<file path="src/rtl/rlra_pkg.sv">
`default_nettype none
// ----------------------------------------------------------------------------
// rlra_pkg
// Shared types and constants for the run-length random access block.
// ----------------------------------------------------------------------------
package rlra_pkg;

   localparam int RLRA_MAX_RUNS      = 1024;
   localparam int RLRA_POSITION_WIDTH = 16;
   localparam int RLRA_DATA_WIDTH    = 64;
   localparam int RLRA_SLOT_WIDTH    = 10;
   localparam int RLRA_RUNS_WIDTH    = 11;

   localparam logic REQ_WRITE  = 1'b0;
   localparam logic REQ_LOOKUP = 1'b1;

   typedef struct packed {
      logic                           req_type;
      logic [RLRA_SLOT_WIDTH-1:0]     run_slot;
      logic [RLRA_POSITION_WIDTH-1:0] run_end;
      logic [RLRA_DATA_WIDTH-1:0]     run_data;
      logic                           run_null;
      logic [RLRA_POSITION_WIDTH-1:0] position;
   } rlra_req_type;

   typedef struct packed {
      logic [RLRA_DATA_WIDTH-1:0] found_data;
      logic                       found_null;
      logic [RLRA_SLOT_WIDTH-1:0] found_run;
      logic                       out_of_range;
   } rlra_rsp_type;

   typedef struct packed {
      logic [RLRA_POSITION_WIDTH-1:0] run_end;
      logic [RLRA_DATA_WIDTH-1:0]     run_data;
      logic                           run_null;
   } rlra_row_type;

   typedef struct packed {
      logic write;
      logic start;
      logic issue_first;
      logic probe;
      logic rsp_load;
   } rlra_cmd_type;

   typedef struct packed {
      logic count_zero;
   } rlra_status_type;

endpackage
`default_nettype wire

</file>
<file path="src/rtl/rlra_ctrl.sv">
`default_nettype none
// ----------------------------------------------------------------------------
// rlra_ctrl
// Sequencer for table writes and binary-search lookups; owns the handshakes.
// ----------------------------------------------------------------------------
module rlra_ctrl
   import rlra_pkg::*;
(
   input  wire logic            clock,
   input  wire logic            reset,
   input  wire logic            req_valid,
   input  wire logic            req_kind,
   output logic                 req_stall,
   output logic                 rsp_valid,
   input  wire logic            rsp_stall,
   output rlra_cmd_type         cmd,
   input  wire rlra_status_type status
);

   typedef enum logic [1:0] {
      ST_IDLE,
      ST_ISSUE,
      ST_PROBE,
      ST_DONE
   } state_type;

   state_type state_ff, state_in;
   logic      rsp_valid_ff, rsp_valid_in;
   logic      accept;

   assign req_stall = (state_ff != ST_IDLE);
   assign accept    = req_valid && !req_stall;
   assign rsp_valid = rsp_valid_ff;

   always_comb begin
      cmd.write       = accept && (req_kind == REQ_WRITE);
      cmd.start       = accept && (req_kind == REQ_LOOKUP);
      cmd.issue_first = (state_ff == ST_ISSUE);
      cmd.probe       = (state_ff == ST_PROBE);
      cmd.rsp_load    = (state_ff == ST_DONE) && (!rsp_valid_ff || !rsp_stall);

      state_in = state_ff;
      case (state_ff)
         ST_IDLE: begin
            if (cmd.start) state_in = ST_ISSUE;
         end
         ST_ISSUE, ST_PROBE: begin
            state_in = status.count_zero ? ST_DONE : ST_PROBE;
         end
         ST_DONE: begin
            if (cmd.rsp_load) state_in = ST_IDLE;
         end
         default: begin
            state_in = ST_IDLE;
         end
      endcase

      rsp_valid_in = cmd.rsp_load || (rsp_valid_ff && rsp_stall);
   end

   always_ff @(posedge clock) begin
      if (reset) begin
         state_ff     <= ST_IDLE;
         rsp_valid_ff <= 1'b0;
      end else begin
         state_ff     <= state_in;
         rsp_valid_ff <= rsp_valid_in;
      end
   end

endmodule
`default_nettype wire

</file>
<file path="config.mk">
export PLATFORM = sky130hd
export DESIGN_NAME = rlra_ctrl
export DESIGN_NICKNAME = d
export VERILOG_FILES = /design/src/rtl/rlra_pkg.sv /design/src/rtl/rlra_ctrl.sv
export SDC_FILE = /design/constraint.sdc
export NUM_CORES = 1
export LEC_CHECK = 0
export BUFFER_PORTS_ARGS = -buffer_cell sky130_fd_sc_hd__buf_4
export CAP_MARGIN = 20
export CORE_AREA = 2 2 39 41
export DETAILED_ROUTE_END_ITERATION = 6
export DIE_AREA = 0 0 41 43
export PLACE_DENSITY = 0.43
export SKIP_CTS_REPAIR_TIMING = 1
export SLEW_MARGIN = 20
export SYNTH_ARGS = -nofsm -noshare
export SYNTH_HDL_FRONTEND = slang
export SYNTH_SLANG_ARGS = --single-unit
</file>
<file path="constraint.sdc">
create_clock -name clock -period 1.1 [get_ports clock]
set_input_delay 0.11 -clock clock [delete_from_list [all_inputs] [get_ports clock]]
set_output_delay 0.11 -clock clock [all_outputs]
set_load 0.01 [all_outputs]
</file>
==> results of run 1 <==
-- critical path, delay by kind of cell, from the launching register on --
family / cells / cell delay [ps]
adders and majority gates: 1 / 150
buffers and inverters: 3 / 260
DFF: 1 / 380
and+or+nand+nor: 1 / 140
-- worst max-delay path by stage --
stage	start	to	slack, ps	cells after the start
floorplan	state_ff[1]	state_ff[0]	-7	4
global placement	state_ff[1]	state_ff[0]	-40	5
detailed placement	state_ff[1]	state_ff[1]	-70	5
CTS	state_ff[1]	cmd[0]	-230	4
global route	state_ff[1]	cmd[4]	-210	6
finish	state_ff[1]	cmd[3]	-170	5
-- registers in the layout, summed over array words and instances (netlist names) --
signal	cells
state_ff	2
rsp_valid	1
-- metrics by stage --
stage	hold WS, ps	TNS (ps)	setup WS (ps)	total power, mW	util
CTS	64.1	-1050	-231	1.23	0.315
global route	67.7	-1310	-214	1.59	0.376
global placement	297	-65.1	-41.1	1.00	0.296
finish	67.0	-939	-171	1.44	0.376
detailed placement	305	-119	-68.9	1.03	0.296
floorplan	182	-7.44	-7.44	0.640	-
-- cell usage after synthesis --
library cell	number	area (sq um)
a21boi_1	1	7.51
a21boi_2	1	11.3
a21oi_1	1	5.00
and3_1	1	6.26
and3_4	1	11.3
dfxtp_1	3	60.1
ha_1	4	50.1
inv_1	5	18.8
nand2_1	2	7.51
nor2_1	2	7.51
o211ai_1	1	7.51
o21ai_0	2	10.0
o311a_1	1	10.0
o41ai_2	1	16.3
-- cell usage in the layout, fill, tap and decap left out, drive strengths merged --
cell type  instances
o41ai              1
and3               2
buf               19
a21boi             2
inv                5
dfxtp              3
a21oi              1
ha                 4
o21ai              2
clkbuf             4
nand2              2
o311a              1
o211ai             1
nor2               2
-- final cells by class --
type                       count  share of cell area
tap                           16              0.0385
timing repair buffer          19               0.325
clock buffer                   4              0.0505
sequential                     3               0.130
multi-input combinational     18               0.411
inverter                       5              0.0457
-- power groups by stage --
stage               clock [mW]  sequential (mW)  combinational (mW)
global placement             0            0.209               0.795
floorplan                    0            0.203               0.437
CTS                      0.197            0.209               0.819
global route             0.210            0.262                1.11
detailed placement           0            0.211               0.816
finish                   0.190            0.253                1.00
-- metal layers --
layer,up-vias,share of wire
met5,-,0
met4,0,0
met3,0,0.079
met2,13,0.55
met1,127,0.37
li1,136,-
-- cell families after synthesis --
group,count (synthesis)
compound gates,8
fa+ha+maj,4
buf+inv,5
flops,3
simple gates,6
==> key figures, run 1 <==
Pwr
  – Flop pwr share: 0.175
  – Comb pwr share: 0.693
  – Worst VDD drop: 1220 uV
  – Psw: roughly 0.53 mW
  – Switch share: 0.365
  – Leak: 0.240 nW
  – Pwr dens: between 2000 and 3000 mW/mm^2
  – Clock share of power: 0.132
  – Internal power: 0.917 mW

Hold path
  – WHS Endpoint: rsp_valid
  – Worst Hold Launch: reset
  – Hold Crit Class: primary input to flip-flop
  – Hold Path Depth: 2

STA
  – Unrepaired setup endpoints after global routing: true
  – Slew Viols, Final: 0
  – Skew final: roughly 1.9 ps
  – Final Cycle Share: 1.16
  – Setup-failing EPs final: 8
  – Fin worst setup slack: -171 ps
  – Max Clk Rate: around 790 MHz
  – Slew headroom: 0.834
  – Hold Violations, Final: 0
  – Post-route minimum period: 1270 ps
  – Slew @ Worst Pin: 247 ps

Detailed routing
  – Wire length per cell: 10.7 um
  – Remaining DRCs: 0
  – Drt first pass iters: 2
  – Total number of vias: about 280
  – Vias per cell: 4.25
  – Post-route ant nets: 0
  – Detailed Route Iter0 Violations: 4
  – Total wire length: between 600 and 700 um

Yosys
  – Proportion of synthesized area in mux cells: 0
  – Xor and xnor fraction of the mapped netlist area: 0
  – Post-synthesis compound-gate area fraction: 0.295
  – Post-Synth Adder-Cell Area: 0.219
  – Net count after synthesis: 36
  – Cells after synthesis: 26
  – Synth Area per Inst: approximately 8.8 sq um
  – Synth Area in Simple Gates: 0.142
  – Largest family of logic cells by synthesized area: compound AO/OA/AOI/OAI gates
  – YS warnings: 0
  – Synth cell types: 14
  – Synthesized area: 229 sq um
  – FF+latch count, synth: 3
  – Register area share after synthesis: 0.262

Finish
  – Antenna Cells: 0
  – Final cell count without fillers: between 60 and 70
  – Final nets: 60
  – Fill count: 144
  – Design Area, Final: approximately 520 sq um
  – Layout area overhead: 127%
  – Register Area: between 60 and 70 sq um
  – Area occupied by multi-input gates: roughly 210 sq um
  – Layout cells sized above 1: 0.735

Worst setup path
  – Slowest cell on crit path: dfxtp_4
  – CP cell instances: inv_4, ha_4, buf_6, and3_4, buf_6
  – Most used cell, CP: buf_6
  – Arr. time, crit path: 1160 ps
  – Worst setup SP type: flip-flop
  – Largest stage delay on the critical path: about 380 ps
  – CP Data Required Time: 990 ps
  – CP Max Fanout: 4
  – Reg2reg setup slack: -100 ps
  – Worst reg2reg startpoint: state_ff[1]
  – Reg2reg end: state_ff[1]
  – Worst r2r path cells: 5
  – Setup crit end kind: output port
  – CP Class: flip-flop to output port

Place
  – Inst Count DP: 60
  – Area after DPL: 409 sq um
  – Gpl congestion: 0.572
  – IO Port Bufs: 12
  – Hpwl dp: about 560 um

CTS
  – Clk sinks: 3
  – Reg clk slew, reported paths: approximately 40 ps
  – Clock Tree Root: clkbuf_4
  – H-Tree Depth: 1
  – Worst skew pair latency: between 200 and 250 ps
  – Num CTS Buffers: 3
  – Clk buf depth: 2
  – CTS tree: yes

Global routing
  – GR Util met2: 0.147
  – GRT Total Usage: 0.0851
  – Vias in the first global route: 282
  – Busiest layer in global routing: met2
  – Largest net degree at the start of global routing: 5
  – Met3 Usage GRT: 0.0471
  – First-pass GRT wire length: roughly 1000 um
  – GRT overflow: 0
  – Met1 Use GR: 0.0796
  – Initial antenna violation count: 0

Die
  – IO Pins: 13
  – Die X: 41 um
  – Die Y: ~43 um
  – Row count: 14
  – Initial Utilization: 0.165
  – Core Region: roughly 0.0014 sq mm
  – Die ar.: 0.00176 sq mm

Outcome
  – Failing checks: setup timing
  – Outcome: complete, but fails checks

Flow run
  – Maxcap violations: 0
Note: power is estimated with default switching activity, not from simulation.
==> run 2, diff against run 1 <==
Settings changed: BUFFER_PORTS_ARGS -buffer_cell sky130_fd_sc_hd__buf_4 to -buffer_cell sky130_fd_sc_hd__buf_2.
==> run 2 against run 1 <==
Compared with the run above:
- the flow still finishes with violations (setup timing)
- die area is the same
- global-route usage shrank 2.4 points
- clock-buffer cell count is the same
- combinational power shrank 17%
- sequential share of layout area grew 2.1 points
- sequential power shrank 4%
==> key figures, run 2 (synthesis results as in run 1) <==
Global routing
  – Vias in the first global route: between 150 and 200
  – GRT overflow: 0
  – First-pass GRT wire length: approximately 700 um
  – Initial antenna violation count: 0
  – GRT Total Usage: 0.0611
  – Largest net degree at the start of global routing: 5

STA
  – Slew @ Worst Pin: approximately 210 ps
  – Slew headroom: 0.857
  – Hold Violations, Final: 0
  – Unrepaired setup endpoints after global routing: true
  – Fin worst setup slack: -165 ps
  – Skew final: 1.07 ps
  – Max Clk Rate: 790 MHz
  – Final Cycle Share: 1.15
  – Setup-failing EPs final: 8
  – Slew Viols, Final: 0
  – Post-route minimum period: 1270 ps

Outcome
  – Failing checks: setup timing
  – Outcome: complete, but fails checks

Pwr
  – Leak: approximately 0.22 nW
  – Worst VDD drop: roughly 1100 uV
  – Power, Total: 1.26 mW
  – Pwr dens: ~2800 mW/mm^2

CTS
  – H-Tree Depth: 1
  – Worst skew pair latency: between 200 and 250 ps
  – Num CTS Buffers: 3
  – Clock Tree Root: clkbuf_4
  – Clk buf depth: 2
  – Clk sinks: 3
  – CTS tree: yes
  – Reg clk slew, reported paths: roughly 40 ps

Worst setup path
  – Slowest cell on crit path: dfxtp_4
  – CP Max Fanout: 4
  – CP Data Required Time: 990 ps
  – Setup crit end kind: output port
  – Arr. time, crit path: 1160 ps
  – Crit path buf inv count: 3
  – Largest stage delay on the critical path: between 300 and 400 ps
  – Worst setup SP type: flip-flop
  – Most used cell, CP: buf_6
  – CP cell instances: inv_2, ha_4, buf_6, and3_4, buf_6
  – CP Class: flip-flop to output port
  – Worst path top cell family by delay: flip-flops

Finish
  – Layout cells sized above 1: 0.660
  – Most common cell after layout, fill and taps aside: buf_2
  – Most frequent cells in the layout: buf_2, buf_6, inv_1, clkbuf_4, buf_4
  – Antenna Cells: 0
  – Final cell count without fillers: 63
  – Layout area overhead: 96.2%
  – Register Area: slightly below 70 sq um
  – Area occupied by multi-input gates: 190 sq um
  – Final nets: 58
  – Max reg flops: 2
  – Most flops, register: state_ff
  – Fill count: roughly 150

Detailed routing
  – Remaining DRCs: 0
  – Vias per cell: ~4
  – Total number of vias: between 200 and 250
  – Met2 wire len: approximately 200 um
  – M1 WL: ~270 um
  – Post-route ant nets: 0
  – Total wire length: 521 um
  – Detailed Route Iter0 Violations: 3
  – Wire length per cell: 8.27 um
  – Top Metal Used: met3
  – Drt first pass iters: 3
  – Metal3 WL: roughly 51 um

Flow run
  – Maxcap violations: 0

Die
  – Die Y: between 40 and 50 um
  – IO Pins: 13
  – Initial Utilization: 0.165
  – Die X: between 40 and 50 um
  – Die ar.: roughly 0.0018 sq mm
  – Core Region: approximately 0.0014 sq mm
  – Row count: 14

Place
  – Inst Count DP: 59
  – IO Port Bufs: 12
  – Hpwl dp: 428 um
  – Gpl congestion: 0.716

Hold path
  – Hold Crit Class: primary input to flip-flop
## run 2: cell count changes in the layout (fill, tap and decap cells not counted), sizes merged
| cell | change |
|---|---|
| buf | -2 |
## run 2: layout make-up
type | instances | area share
Clock buffer | 4 | 0.0585
Multi-Input combinational cell | 18 | 0.423
Timing Repair Buffer | 17 | 0.276
Tap cell | 16 | 0.0446
Sequential cell | 3 | 0.150
Inverter | 5 | 0.0474
## run 2: layer usage
layer,track usage,vias up
met1,0.0703,100
met5,0,-
met4,0.0200,0
met3,0.0471,0
li1,-,132
met2,0.0844,13
## run 2: metrics by stage
step	hold slack (ps)	TNS [ps]	setup slack, ps	instance area [sq um]	utilization
CTS	74.8	-894	-201	398	0.288
detailed placement	322	-71.6	-58.3	372	0.269
finish	86.8	-698	-165	449	0.325
global route	87.0	-1060	-200	449	0.325
floorplan	182	-7.44	-7.44	254	-
global placement	331	-77.0	-61.1	372	0.269
## run 2: worst register-to-register path: stages, from the launching register on
cell and delay (ps):
dfxtp_4 360, inv_2 50, ha_4 150, a21boi_4 140, o311a_1 330
## run 2: final timing paths
check                                 start           to  slack (ps)  depth (start not counted)
worst max-delay path            state_ff[1]       cmd[3]        -170                          5
worst min register to register    rsp_valid    rsp_valid         540                          2
worst min-delay path                  reset    rsp_valid          90                          2
worst max register to register  state_ff[1]  state_ff[0]         -60                          4
## run 2: where the power goes
group / switching [mW] / total (mW) / internal [mW] / leakage (nW)
clock: 0.0529 / 0.189 / 0.136 / 0.0150
combinational: 0.334 / 0.827 / 0.493 / 0.180
sequential: 0.0669 / 0.243 / 0.176 / 0.0259
